==> src/rtl/fractal_gradient_noise_macros.svh <==
`ifndef FRACTAL_GRADIENT_NOISE_MACROS_SVH
`define FRACTAL_GRADIENT_NOISE_MACROS_SVH

// same-cycle implication on the block clock
`define FGN_ASSERT_IMP(lbl, ante, cons, msg) \
   lbl: assert property (@(posedge clock) disable iff (reset) (ante) |-> (cons)) \
      else $error(msg);

// next-cycle implication on the block clock
`define FGN_ASSERT_NXT(lbl, ante, cons, msg) \
   lbl: assert property (@(posedge clock) disable iff (reset) (ante) |=> (cons)) \
      else $error(msg);

`endif

==> src/rtl/fgn_pkg.sv <==
package fgn_pkg;

   localparam int TABLE_SIZE      = 256;
   localparam int TAB_W           = 8;
   localparam int MAX_OCTAVES_DEF = 8;
   localparam int COORD_FRAC_DEF  = 16;
   localparam int ONE_Q16         = 65536;
   localparam int MUL_A_W         = 20;
   localparam int MUL_B_W         = 37;
   localparam int PROD_W          = MUL_A_W + MUL_B_W;
   localparam int QUO_W           = 17;
   localparam int CSR_ADDR_W      = 2;
   localparam int CSR_DATA_W      = 17;

   typedef enum logic [1:0] {
      MODE_PLAIN2D = 2'd0,
      MODE_PLAIN3D = 2'd1,
      MODE_RIDGED  = 2'd2,
      MODE_BILLOW  = 2'd3
   } mode_type;

   typedef enum logic [1:0] {
      CSR_MODE    = 2'd0,
      CSR_OCTAVES = 2'd1,
      CSR_PERSIST = 2'd2
   } csr_index_type;

   typedef enum logic {
      CMD_LOAD = 1'b0,
      CMD_EVAL = 1'b1
   } cmd_type;

   typedef enum logic [4:0] {
      ST_IDLE,
      ST_SPLIT,
      ST_READ,
      ST_FADE1,
      ST_FADE2,
      ST_FADE3,
      ST_FADE4,
      ST_GRAD,
      ST_LERP_MUL,
      ST_LERP_ADD,
      ST_SHAPE,
      ST_RIDGE1,
      ST_RIDGE2,
      ST_RIDGE3,
      ST_ACC_MUL,
      ST_ACC,
      ST_AMP,
      ST_DIV_START,
      ST_DIV,
      ST_DONE
   } state_type;

   typedef logic signed [19:0] val_type;
   typedef logic signed [17:0] frac_type;

   typedef struct packed {
      logic busy;
      logic done;
   } div_stat_type;

   function automatic val_type grad2(input logic [7:0] h, input frac_type x,
                                     input frac_type y);
      val_type u;
      val_type v;
      u = h[1] ? val_type'(y) : val_type'(x);
      v = h[1] ? val_type'(x) : val_type'(y);
      return (h[0] ? -u : u) + (h[1] ? -v : v);
   endfunction

   function automatic val_type grad3(input logic [7:0] h, input frac_type x,
                                     input frac_type y, input frac_type z);
      logic [3:0] hh;
      val_type u;
      val_type v;
      hh = h[3:0];
      u = (hh < 4'd8) ? val_type'(x) : val_type'(y);
      if (hh < 4'd4) begin
         v = val_type'(y);
      end else if (hh == 4'd12 || hh == 4'd14) begin
         v = val_type'(x);
      end else begin
         v = val_type'(z);
      end
      return (hh[0] ? -u : u) + (hh[1] ? -v : v);
   endfunction

endpackage

==> src/rtl/fgn_mul.sv <==
module fgn_mul
   import fgn_pkg::*;
(
   input  logic                       clock,
   input  logic signed [MUL_A_W-1:0]  mul_a,
   input  logic signed [MUL_B_W-1:0]  mul_b,
   output logic signed [PROD_W-1:0]   prod
);

   logic signed [PROD_W-1:0] prod_ff;

   always_ff @(posedge clock) begin
      prod_ff <= PROD_W'(mul_a) * PROD_W'(mul_b);
   end

   assign prod = prod_ff;

endmodule

==> config.mk <==
export PLATFORM = sky130hd
export DESIGN_NAME = fgn_mul
export DESIGN_NICKNAME = d
export VERILOG_FILES = /design/src/rtl/fractal_gradient_noise_macros.svh /design/src/rtl/fgn_pkg.sv /design/src/rtl/fgn_mul.sv
export SDC_FILE = /design/constraint.sdc
export NUM_CORES = 2
export LEC_CHECK = 0
export BUFFER_PORTS_ARGS = -buffer_cell sky130_fd_sc_hd__buf_2
export CORE_MARGIN = 2
export CORE_UTILIZATION = 47
export CTS_BUF_LIST = sky130_fd_sc_hd__clkbuf_16
export DETAILED_ROUTE_END_ITERATION = 6
export SLEW_MARGIN = 20
export SYNTH_ARGS = -nofsm -noshare
export SYNTH_HDL_FRONTEND = slang
export SYNTH_SLANG_ARGS = --single-unit
==> constraint.sdc <==
create_clock -name clock -period 12.68 [get_ports clock]
set_input_delay 2.536 -clock clock [delete_from_list [all_inputs] [get_ports clock]]
set_output_delay 2.536 -clock clock [all_outputs]
set_load 0.01 [all_outputs]
== Yosys cells after proc, flatten, opt, wreduce, memory -nomap -nowiden ==
Index checks and enable logic that the tools add are counted.
Storage, ports and cells
  flip-flop bits (word level): 57
  bits of input ports: 58
  output and inout bits: 57
  word-level logic and storage cells: 2
Operators by class
  $mul: 1
Operator list (count)
  20-bit by 37-bit multiplier with 57-bit output: 1

== Depth between registers and ports, before layout ==
  word-level depth: 1
  depth in mapped cells: 29
  mapped depth without buffers: 26

== Least setup slack after synthesis ==
OpenSTA, ideal clock, no wires.
  kind: input-to-reg
  start: in mul_a[5]
  end: reg prod_ff[55], in the netlist prod[55]
  library setup time: 0.131 ns
  arrival time: 8.780 ns
  required time: 12.549 ns
  slack: 3.770 ns
  stages: 22
  path buffers: 3
  cells stage by stage: clkbuf_1 -> clkbuf_1 -> nand2_1 -> fa_1 -> fa_1 -> fa_1 -> inv_1 -> fa_1 -> fa_1 -> fa_1 -> fa_1 -> ha_1 -> buf_2 -> a21o_1 -> a21o_1 -> a21o_1 -> or2_2 -> o32ai_2 -> o21ai_1 -> a211oi_2 -> o31ai_1 -> xor2_1
Between the ends
  word-level cells in the longest chain between the ends: 1
Ends and longest elaborated chain
  start, declared: line fgn_mul.sv:5  | input logic signed [MUL_A_W-1:0] mul_a,
  20-bit by 37-bit multiplier with 57-bit output: line fgn_mul.sv:13  | prod_ff <= PROD_W'(mul_a) * PROD_W'(mul_b);
  end signal, assigned: line fgn_mul.sv:13
  end, declared: line fgn_mul.sv:10  | logic signed [PROD_W-1:0] prod_ff;
No other way between the ends.

== Final worst setup path ==
  start: in mul_a[11]
  end: reg prod_ff[56], in the netlist prod[56]
The elaborated chain is that of the path after synthesis.

==> flow_summary.yaml <==
clocking:
  htree_levels: 3
  cts_buffers: 9
  cts_max_path_buffers: 2
  clkSinkCount: 57
  cts_setup_buffers: 0
  postCtsResizedCells: 0
  clkTransAtPathRegs_ns: 0.07
  cts_hold_buf: 0
  clock-root-buffer: "clkbuf_16"
  cts_tree: "built"
grt:
  grt_max_degree: 38
  grt_pass1_vias: 21780
  grt_pass1_wl_mm: 119.6
  grt_usage_pct: 26.05
  grt-ovfl-total: 0
  antenna_found_initial: 4
setup_path:
  worst_path_most_repeated_cell: "fa_1"
  cpMaxStageDelayCell: "a211oi_2"
  cpLargestDelayFamily: "adder cells"
  critical_path_buf_inv_count: 3
  path_cells: "buf_2 > buf_4 > nand2_1 > fa_1 > fa_1 > inv_1 > fa_1 > fa_1 > fa_1 > fa_1 > fa_1 > ha_1 > a21oi_1 > o21ai_0 > nor4_1 > a211oi_2 > a211oi_2 > o21ai_2 > o221ai_1 > a31oi_1 > nor4_1 > a311oi_1"
  path_max_fanout: 19
  crit_type: "primary input to register"
  crit_arrival_ns: 10.18
  cpPeakStageDelay_ns: 0.70
  cp_num_cells: 22
  start_kind: "primary input"
  crit_required_ns: 12.93
  endpoint_kind: "register"
logic_synthesis:
  async_reset_ff_share_pct: 0
  synth-seq-cells: 57
  syn-cell-area_mm2: 0.02712
  syn-num-nets: 3896
  avgSynthCellArea_um2: 9.127
  synth_cell_types: 57
  ys_warn_count: 0
  ys.flop_type: "dfxtp_1"
  synth_top_area_share_pct: 53.60
  synthTopCellsByArea: "fa_1 (54%), inv_1 (11%), and2_1 (8.8%)"
  yosysSeqAreaShare_pct: 4.208
  yosysTopAreaCell: "fa_1"
  syn_inst: 2971
  synth-edff-count: 0
timing:
  fin_crit_sh_pct: 78.32
  finalSetupTns_ns: 0
  hold_violations: 0
  tightest_slew_ns: 0.9041
  fmax_mhz: 100.7
  slew_violations: 0
  max-slew-margin-rel_pct: 39.73
  finalSetupViolCount: 0
  fin_crit_ns: 9.931
  rsz0062_at_grt: "false"
die:
  die-area_mm2: 0.05963
  core_area_mm2: 0.05737
  start_util_pct: 47.27
  fp-row-count: 88
  die_w_um: 244.2
  fp.dieH_um: 244.2
  io_pins: 115
routing:
  drtIter0Drc: 1065
  wire_per_inst_um: 19.38
  drt_drc_violations_left: 0
  first_pass_iters: 6
  via_count: 19100
  wl_mm: 71.97
  antenna_left: 0
  via_per_inst: 5.142
placed_design:
  place.gp.congestion: 0.8948
  port_buffers: 114
  hpwlAfterDp_mm: 57.97
cells_and_area:
  nNetsFinal: 3867
  final_common_cell: "inv_1"
  largest_reg_flops: 57
  num-fill-cells: 5394
  layout_common_cells: "inv_1 (796), fa_1 (726), and2_1 (380)"
  finish.utilization_pct: 49.56
  drive_above_1_share_pct: 5.497
  areaGrowthSynthToFinish_pct: 4.854
job:
  max_cap_violations: 0
hold_path:
  hold_path.class: "primary input to register"
  hold_depth: 2
run_status:
  status: "finished, final reports clean"
## final cells by class
| cell class | count | area, um2 | share of cell area (%) |
|---|---|---|---|
| clock inverters | 7 | 102.6 | 0.3609 |
| inverters | 796 | 2988 | 10.51 |
| clock buffers | 9 | 225.2 | 0.7921 |
| well taps | 765 | 957.2 | 3.366 |
| diodes | 2 | 5.005 | 0.01760 |
| multi-input cells | 1954 | 22370 | 78.67 |
| repair buffers | 124 | 645.6 | 2.271 |
| flip-flops and latches | 57 | 1141 | 4.013 |
## final timing paths
path	startpoint	endpoint	slack, ns
setup / recovery	mul_a[11]	prod[56]$_DFF_P_	2.75
hold / removal	mul_b[0]	prod[0]$_DFF_P_	2.65
## cells by family (layout without fill, tap and decap cells)
logic type      count (synthesis)  after routing  share of synthesized area [%]
fa+ha+maj                     867            867                          60.11
buf+inv                       960            936                          13.30
xor+xnor                       61             61                          1.970
flops                          57             57                          4.208
simple gates                  846            846                          15.74
other cells                     0              2                              0
mux                             1              1                        0.03692
compound gates                179            179                          4.633
## through the flow
step           setup WS, ns  hold WS (ns)  cell area [um2]  instances
2_1_floorplan         3.770         2.840            27120       2971
3_3_place_gp          2.556         2.931            28100       3696
3_5_place_dp          2.353         2.928            28100       3696
4_1_cts               2.776         2.628            28430       3712
5_1_grt               2.326         2.651            28430       3714
6_report              2.749         2.652            28430       3714
## Yosys cell counts (2+ instances only)
cell type and n:
inv_1 796, fa_1 726, and2_1 380, nand2_1 360
clkbuf_1 161, ha_1 141, dfxtp_1 57, a21oi_1 53
nor2_1 42, xnor2_1 38, a21o_1 32, o21ai_0 30
xor2_1 23, nand4_1 13, nand3_1 12, and3_1 10
nand2b_1 10, nor3_1 7, a211oi_2 6, a31oi_1 6
o21bai_1 6, o21a_1 5, nor2b_1 4, a221oi_1 3
a41oi_1 3, o21ai_1 3, o21ai_2 3, o31ai_1 3
a211o_1 2, a211oi_1 2, buf_2 2, nand3b_1 2
nor4_1 2, o211ai_1 2, o22a_1 2, o22ai_1 2
or2_2 2
## routing by layer
metal | GRT usage, % | wire, um | up-vias | share of wire [%]
met5 | 0 | 8 | - | 0.011
met4 | 6.546 | 1547 | 2 | 2.1
met3 | 5.959 | 5558 | 107 | 7.7
met2 | 44.12 | 35350 | 621 | 49
met1 | 33.88 | 29510 | 9985 | 41
li1 | - | - | 8382 | -
Power is not shown: default switching activity piles up to over one toggle a cycle in this logic, so the estimate is an artifact.
