--- src/rtl/fractal_gradient_noise_macros.svh ---
`ifndef FRACTAL_GRADIENT_NOISE_MACROS_SVH
`define FRACTAL_GRADIENT_NOISE_MACROS_SVH

// same-cycle implication on the block clock
`define FGN_ASSERT_IMP(lbl, ante, cons, msg) \
   lbl: assert property (@(posedge clock) disable iff (reset) (ante) |-> (cons)) \
      else $error(msg);

// next-cycle implication on the block clock
`define FGN_ASSERT_NXT(lbl, ante, cons, msg) \
   lbl: assert property (@(posedge clock) disable iff (reset) (ante) |=> (cons)) \
      else $error(msg);

`endif

--- src/rtl/fgn_pkg.sv ---
package fgn_pkg;

   localparam int TABLE_SIZE      = 256;
   localparam int TAB_W           = 8;
   localparam int MAX_OCTAVES_DEF = 8;
   localparam int COORD_FRAC_DEF  = 16;
   localparam int ONE_Q16         = 65536;
   localparam int MUL_A_W         = 20;
   localparam int MUL_B_W         = 37;
   localparam int PROD_W          = MUL_A_W + MUL_B_W;
   localparam int QUO_W           = 17;
   localparam int CSR_ADDR_W      = 2;
   localparam int CSR_DATA_W      = 17;

   typedef enum logic [1:0] {
      MODE_PLAIN2D = 2'd0,
      MODE_PLAIN3D = 2'd1,
      MODE_RIDGED  = 2'd2,
      MODE_BILLOW  = 2'd3
   } mode_type;

   typedef enum logic [1:0] {
      CSR_MODE    = 2'd0,
      CSR_OCTAVES = 2'd1,
      CSR_PERSIST = 2'd2
   } csr_index_type;

   typedef enum logic {
      CMD_LOAD = 1'b0,
      CMD_EVAL = 1'b1
   } cmd_type;

   typedef enum logic [4:0] {
      ST_IDLE,
      ST_SPLIT,
      ST_READ,
      ST_FADE1,
      ST_FADE2,
      ST_FADE3,
      ST_FADE4,
      ST_GRAD,
      ST_LERP_MUL,
      ST_LERP_ADD,
      ST_SHAPE,
      ST_RIDGE1,
      ST_RIDGE2,
      ST_RIDGE3,
      ST_ACC_MUL,
      ST_ACC,
      ST_AMP,
      ST_DIV_START,
      ST_DIV,
      ST_DONE
   } state_type;

   typedef logic signed [19:0] val_type;
   typedef logic signed [17:0] frac_type;

   typedef struct packed {
      logic busy;
      logic done;
   } div_stat_type;

   function automatic val_type grad2(input logic [7:0] h, input frac_type x,
                                     input frac_type y);
      val_type u;
      val_type v;
      u = h[1] ? val_type'(y) : val_type'(x);
      v = h[1] ? val_type'(x) : val_type'(y);
      return (h[0] ? -u : u) + (h[1] ? -v : v);
   endfunction

   function automatic val_type grad3(input logic [7:0] h, input frac_type x,
                                     input frac_type y, input frac_type z);
      logic [3:0] hh;
      val_type u;
      val_type v;
      hh = h[3:0];
      u = (hh < 4'd8) ? val_type'(x) : val_type'(y);
      if (hh < 4'd4) begin
         v = val_type'(y);
      end else if (hh == 4'd12 || hh == 4'd14) begin
         v = val_type'(x);
      end else begin
         v = val_type'(z);
      end
      return (hh[0] ? -u : u) + (hh[1] ? -v : v);
   endfunction

endpackage

--- src/rtl/fgn_div.sv ---
module fgn_div
   import fgn_pkg::*;
#(
   parameter int NUM_W = 37,
   parameter int DEN_W = 21
)
(
   input  logic               clock,
   input  logic               reset,
   input  logic               start,
   input  logic [NUM_W-1:0]   dividend,
   input  logic [DEN_W-1:0]   divisor,
   output logic [QUO_W-1:0]   quotient,
   output div_stat_type       stat
);

   localparam int WORK_W = (NUM_W > DEN_W + QUO_W - 1) ? NUM_W : DEN_W + QUO_W - 1;
   localparam int CNT_W  = $clog2(QUO_W + 1);

   logic [WORK_W-1:0] rem_ff;
   logic [WORK_W-1:0] den_ff;
   logic [QUO_W-1:0]  quo_ff;
   logic [CNT_W-1:0]  cnt_ff;
   logic              busy_ff;
   logic              done_ff;

   always_ff @(posedge clock) begin
      if (reset) begin
         busy_ff <= 1'b0;
         done_ff <= 1'b0;
      end else begin
         done_ff <= 1'b0;
         if (start) begin
            busy_ff <= 1'b1;
         end else if (busy_ff && cnt_ff == CNT_W'(QUO_W - 1)) begin
            busy_ff <= 1'b0;
            done_ff <= 1'b1;
         end
      end
   end

   // restoring division, quotient known to stay below 2^17
   always_ff @(posedge clock) begin
      if (start) begin
         rem_ff <= WORK_W'(dividend);
         den_ff <= WORK_W'(divisor) << (QUO_W - 1);
         cnt_ff <= '0;
      end else if (busy_ff) begin
         if (rem_ff >= den_ff) begin
            rem_ff <= rem_ff - den_ff;
            quo_ff <= {quo_ff[QUO_W-2:0], 1'b1};
         end else begin
            quo_ff <= {quo_ff[QUO_W-2:0], 1'b0};
         end
         den_ff <= den_ff >> 1;
         cnt_ff <= cnt_ff + 1'b1;
      end
   end

   assign quotient  = quo_ff;
   assign stat.busy = busy_ff;
   assign stat.done = done_ff;

endmodule

--- config.mk ---
export PLATFORM = sky130hd
export DESIGN_NAME = fgn_div
export DESIGN_NICKNAME = d
export VERILOG_FILES = /design/src/rtl/fractal_gradient_noise_macros.svh /design/src/rtl/fgn_pkg.sv /design/src/rtl/fgn_div.sv
export SDC_FILE = /design/constraint.sdc
export NUM_CORES = 1
export LEC_CHECK = 0
export ABC_CLOCK_PERIOD_IN_PS = 9900
export BUFFER_PORTS_ARGS = -buffer_cell sky130_fd_sc_hd__buf_4
export CORE_ASPECT_RATIO = 0.5
export CORE_MARGIN = 1
export CORE_UTILIZATION = 65
export CTS_BUF_LIST = sky130_fd_sc_hd__clkbuf_2 sky130_fd_sc_hd__clkbuf_4 sky130_fd_sc_hd__clkbuf_8
export CTS_CLUSTER_SIZE = 12
export DETAILED_ROUTE_END_ITERATION = 10
export GPL_TIMING_DRIVEN = 0
export PLACE_DENSITY = 0.92
export SYNTH_ARGS = -nofsm -noshare
export SYNTH_HDL_FRONTEND = slang
export SYNTH_SLANG_ARGS = --single-unit
--- constraint.sdc ---
create_clock -name clock -period 9.9 [get_ports clock]
set_input_delay 0.99 -clock clock [delete_from_list [all_inputs] [get_ports clock]]
set_output_delay 0.99 -clock clock [all_outputs]
set_load 0.03 [all_outputs]
# Yosys cells after proc, flatten, opt, wreduce, memory -nomap -nowiden

Cells that the tools add are included.

Bits in registers: 98
Input port bits: 61
Output and inout bits: 19
Word-level logic and storage cells: 28

$add $sub $neg: 2
Order comparisons: 1
Eq/ne operators: 1
Mux-type cells: 9
Bitwise operators: 1
Reductions and logical operators: 7

Operator list:

| cell                                                          | count |
|---|---|
| 37-bit two-way mux                                            | 5 |
| 37-bit >= comparator                                          | 1 |
| 37-bit subtractor                                             | 1 |
| 2-bit nonzero test                                            | 3 |
| 5-bit by 1-bit adder with 5-bit output, second input constant | 1 |
| 5-bit equality test, second input constant                    | 1 |
| 1-bit two-way mux                                             | 4 |
| 2-bit AND reduction                                           | 2 |
| 2-bit OR reduction                                            | 1 |
| 1-bit logical AND                                             | 1 |
| 1-bit inverter                                                | 1 |

# Logic depth before layout (Yosys ltp)

Depth after elaboration: 4
Mapped depth: 11
Depth with buffers taken out: 11

# Least setup slack after synthesis

Ideal clock, no wire load.

Kind: register -> register
Start point: register rem_ff[10]
End point: register rem_ff[0], enable pin
Setup time: 0.436 ns
Arrival time: 3.605 ns
Data required time: 9.464 ns
Setup slack: 5.859 ns
Cell stages (with the launch flop): 10
Buffers on the path: 0
Period minus slack after synthesis: 4.041 ns
Cells stage by stage: edfxtp_1 -> ha_1 -> nand3_2 -> nor3_2 -> a21boi_4 -> o21ai_2 -> a31o_1 -> o221ai_2 -> a41oi_1 -> o21ai_1

Cells in the longest elaborated chain, start to end: 3

Ends and longest elaborated chain:

| element                       | RTL line      | RTL |
|---|---|---|
| start: declaration            | fgn_div.sv:20 | `logic [WORK_W-1:0] rem_ff;` |
| start signal: assignment      | fgn_div.sv:45 | `rem_ff <= WORK_W'(dividend);` |
| start signal: assignment      | fgn_div.sv:50 | `rem_ff <= rem_ff - den_ff;` |
| 37-bit >= comparator          | fgn_div.sv:49 | `if (rem_ff >= den_ff) begin` |
| 2-bit nonzero test (no line)  | n/a           |  |
| 2-bit AND reduction (no line) | n/a           |  |

Every way passes these cells.
A chain may end at the register's enable or synchronous reset.

# Worst setup path in the final report

Start point: register den_ff[21]
End point: register rem_ff[8], enable pin

Cells in the longest elaborated chain, start to end: 3

Ends and longest elaborated chain:

| element                       | RTL line      | RTL |
|---|---|---|
| start: declaration            | fgn_div.sv:21 | `logic [WORK_W-1:0] den_ff;` |
| start signal: assignment      | fgn_div.sv:46 | `den_ff <= WORK_W'(divisor) << (QUO_W - 1);` |
| start signal: assignment      | fgn_div.sv:55 | `den_ff <= den_ff >> 1;` |
| 37-bit >= comparator          | fgn_div.sv:49 |  |
| 2-bit nonzero test (no line)  | n/a           |  |
| 2-bit AND reduction (no line) | n/a           |  |

Every way passes these cells.

==> flow_summary_export.csv <==
group,metric,value,unit
synth,ys.flop_type,"edfxtp_1",
synth,yosys_warnings,0,
setup_path,worstSetupPathType,"flip-flop to flip-flop",
synth,ys_seq_area_share,45.9,%
synth,yosysMostFrequentCell,"edfxtp_1",
final_layout,final_util,79.0,%
synth,synth.distinct_cells,66,
global_route,antenna_found_initial,0,
sta,clock_skew,0.0138,ns
final_layout,finalInstanceArea,6920,µm²
sta,post-route-period-util,36.7,%
synth,synthCells,601,
synth,synth_area_leaders,"edfxtp_1 (38%), ha_1 (8.3%), dfxtp_1 (7.8%), a21oi_1 (4.1%), inv_1 (3.6%)",
final_layout,syn_to_final_growth,17.1,%
floorplan,ios,80,
placement,place_area,6680,µm²
setup_path,slowest_delay,0.73,ns
route,ant_nets,0,
route,drt-met1-wl,6200,µm
route,wl_met3,1450,µm
sta,hold_viol_final,0,
synth,synth_edf_count,75,
outcome,status,"completed",
power,design_power_total,1.47,mW
clock_tree,cts_setup_buffers,0,
clock_tree,cts_buffers,9,
setup_path,crit_chain,"inv_1 > ha_1 > clkbuf_1 > nand4_1 > nor3_1 > o21ai_2 > a31o_1 > o221ai_2 > a41oi_1 > o21ai_4 > buf_16",
floorplan,fp.dieW,137,µm
floorplan,row_count,24,
synth,synth.largest_area_cell,"edfxtp_1",
route,drt_iter0_drc,492,
global_route,first_global_vias,4912,
final_layout,drive_gt1_share,17.4,%
setup_path,crit_path_end_kind,"flip-flop",
power,power_density,212,nW/µm²
setup_path,start_kind,"flip-flop",
synth,synth_area,5910,µm²
synth,ys_ff_latch,98,
global_route,grt.total_usage,33.3,%
route,wl_met2,6910,µm
final_layout,nets,792,
route,firstDrtPassIters,6,
setup_path,crit-reg2reg-launch,"den_ff[21]",
global_route,grt_max_degree,27,
clock_tree,insertion_delay,0.39,ns
final_layout,antenna_cells,0,
sta,fmax,275,MHz
setup_path,cpMaxStageDelayCell,"o21ai_4",
floorplan,dieArea,9510,µm²
sta,min_period,3.63,ns
hold_path,min_path_type,"flip-flop to flip-flop",
run,maxCapViolCount,0,
floorplan,start_util,67.4,%
route,avgViaCountPerCell,6.17,
floorplan,core_area,8770,µm²
sta,setup_viol,0,
hold_path,hold_start,"quotient[0]",
clock_tree,ctsHoldBuffers,0,
placement,hpwl,10500,µm
route,drc,0,
clock_tree,cts_root_buf,"clkbuf_8",
clock_tree,htreeDepth,3,
sta,slew_violations,0,
route,top_layer,"met4",
setup_path,startpoint,"den_ff[21]",
final_layout,nFillCells,559,
sta,finalSetupTns,0,ns
clock_tree,clkSinkCount,98,
global_route,grt_pass1_wl,24000,µm
clock_tree,cts_max_path_buffers,2,
clock_tree,ctsResizeCount,0,
synth,syn-num-nets,702,
sta,worst_pin_slew,1.32,ns
route,via_count,5020,
placement,place.gp.congestion,0.946,
power,power_leakage,2.81,nW
sta,slew-limit-headroom,11.8,%
synth,synth_area_per_cell,9.84,µm²
synth,synth.top_cell.area_share,38.1,%
floorplan,fp.dieH,69.4,µm
sta,rsz0062_at_grt,"no",
placement,io_buffer_count,78,
global_route,grt_overflow,0,
clock_tree,cts_tree,"built",
route,routed_wl,14900,µm
synth,synth_commonest_cells,"edfxtp_1 (75), inv_1 (57), nand2_1 (54)",
power,ir_worst_vdd,0.102,mV
setup_path,crit_fanout,20,
synth,ys_async_sr_fraction,0,%
route,wl_per_cell,18.3,µm
setup_path,arrival,3.72,ns
clock_tree,clk_pin_slew,0.10,ns
setup_path,cp.required,9.99,ns
metal layers:
layer,GRT usage (%),up-vias
met2,52.6,281
met5,0,-
met4,12.3,0
met3,8.85,36
li1,-,2347
met1,44.2,2356
final timing paths:
kind | endpoint | slack, ns | cells after the start
setup / recovery | rem_ff[8] | 6.27 | 11
hold / removal | quotient[1] | 0.46 | 0
setup reg to reg | rem_ff[8] | 6.27 | 11
hold reg to reg | quotient[1] | 0.46 | 0
cells by family after synthesis:
family,after synthesis,share of synthesized area (%)
simple gates,155,12.9
buf+inv,86,5.63
xor+xnor,32,4.74
fa+ha+maj,40,8.59
mux,20,3.41
compound gates,170,18.9
flops,98,45.9
metrics by stage:
step | hold WS (ns) | instances | worst slack, ns
global route | 0.473 | 813 | 6.13
finish | 0.461 | 813 | 6.27
floorplan | 0.465 | 601 | 5.86
detailed placement | 0.439 | 797 | 6.42
CTS | 0.463 | 813 | 6.38
global placement | 0.429 | 796 | 4.69
critical path: cells and delay by family, from the launching register on:
family	cells	cell delay, ns
flip-flops	1	0.37
AND/OR/NAND/NOR	2	0.50
buffers and inverters	3	0.60
AO/OA/AOI/OAI	5	1.59
adder cells (fa/ha/maj)	1	0.27
sequential cells by signal, summed over array words and instances (netlist names):
signal	flops
busy_ff	1
cnt_ff	5
den_ff	37
done_ff	1
quotient	17
rem_ff	37
cell type report:
type,count,area (µm²),area share (%)
clock buffer,9,124,1.79
timing repair buffer,79,613,8.85
sequential,98,2710,39.2
tap,117,146,2.11
inverter,57,214,3.09
multi-input combinational,417,2880,41.6
clock inverter,7,116,1.68
buffer,29,119,1.72
cell usage in the layout (no fill, tap or decap), types with 4 or more instances in the layout:
cell      synthesis  final
buf_4             2     80
edfxtp_1         75     75
inv_1            57     57
nand2_1          54     54
a21oi_1          49     49
o21ai_0          40     40
nor2_1           40     40
ha_1             39     39
dfxtp_1          23     23
clkbuf_1         21     21
a22o_1           20     20
mux2i_1          19     19
xor2_1           18     18
nand4_1          14     14
xnor2_1          14     14
o21ai_1          12     11
o21bai_1          9      9
clkbuf_8          0      9
nand3_1           6      6
nand2b_1          6      6
nor2b_1           5      5
a21o_1            5      5
a31oi_1           5      5
and3_1            4      4
nor3_1            4      4
buf_1             4      4
power breakdown:
| group | leakage, nW | internal (mW) | total [mW] | switching, mW |
|---|---|---|---|---|
| Combinational | 1.76 | 0.238 | 0.612 | 0.374 |
| Clock | 0.121 | 0.168 | 0.316 | 0.148 |
| Sequential | 0.934 | 0.519 | 0.542 | 0.0235 |
| Total | 2.81 | 0.925 | 1.47 | 0.545 |
No activity file was read; power rests on OpenSTA's default activity.
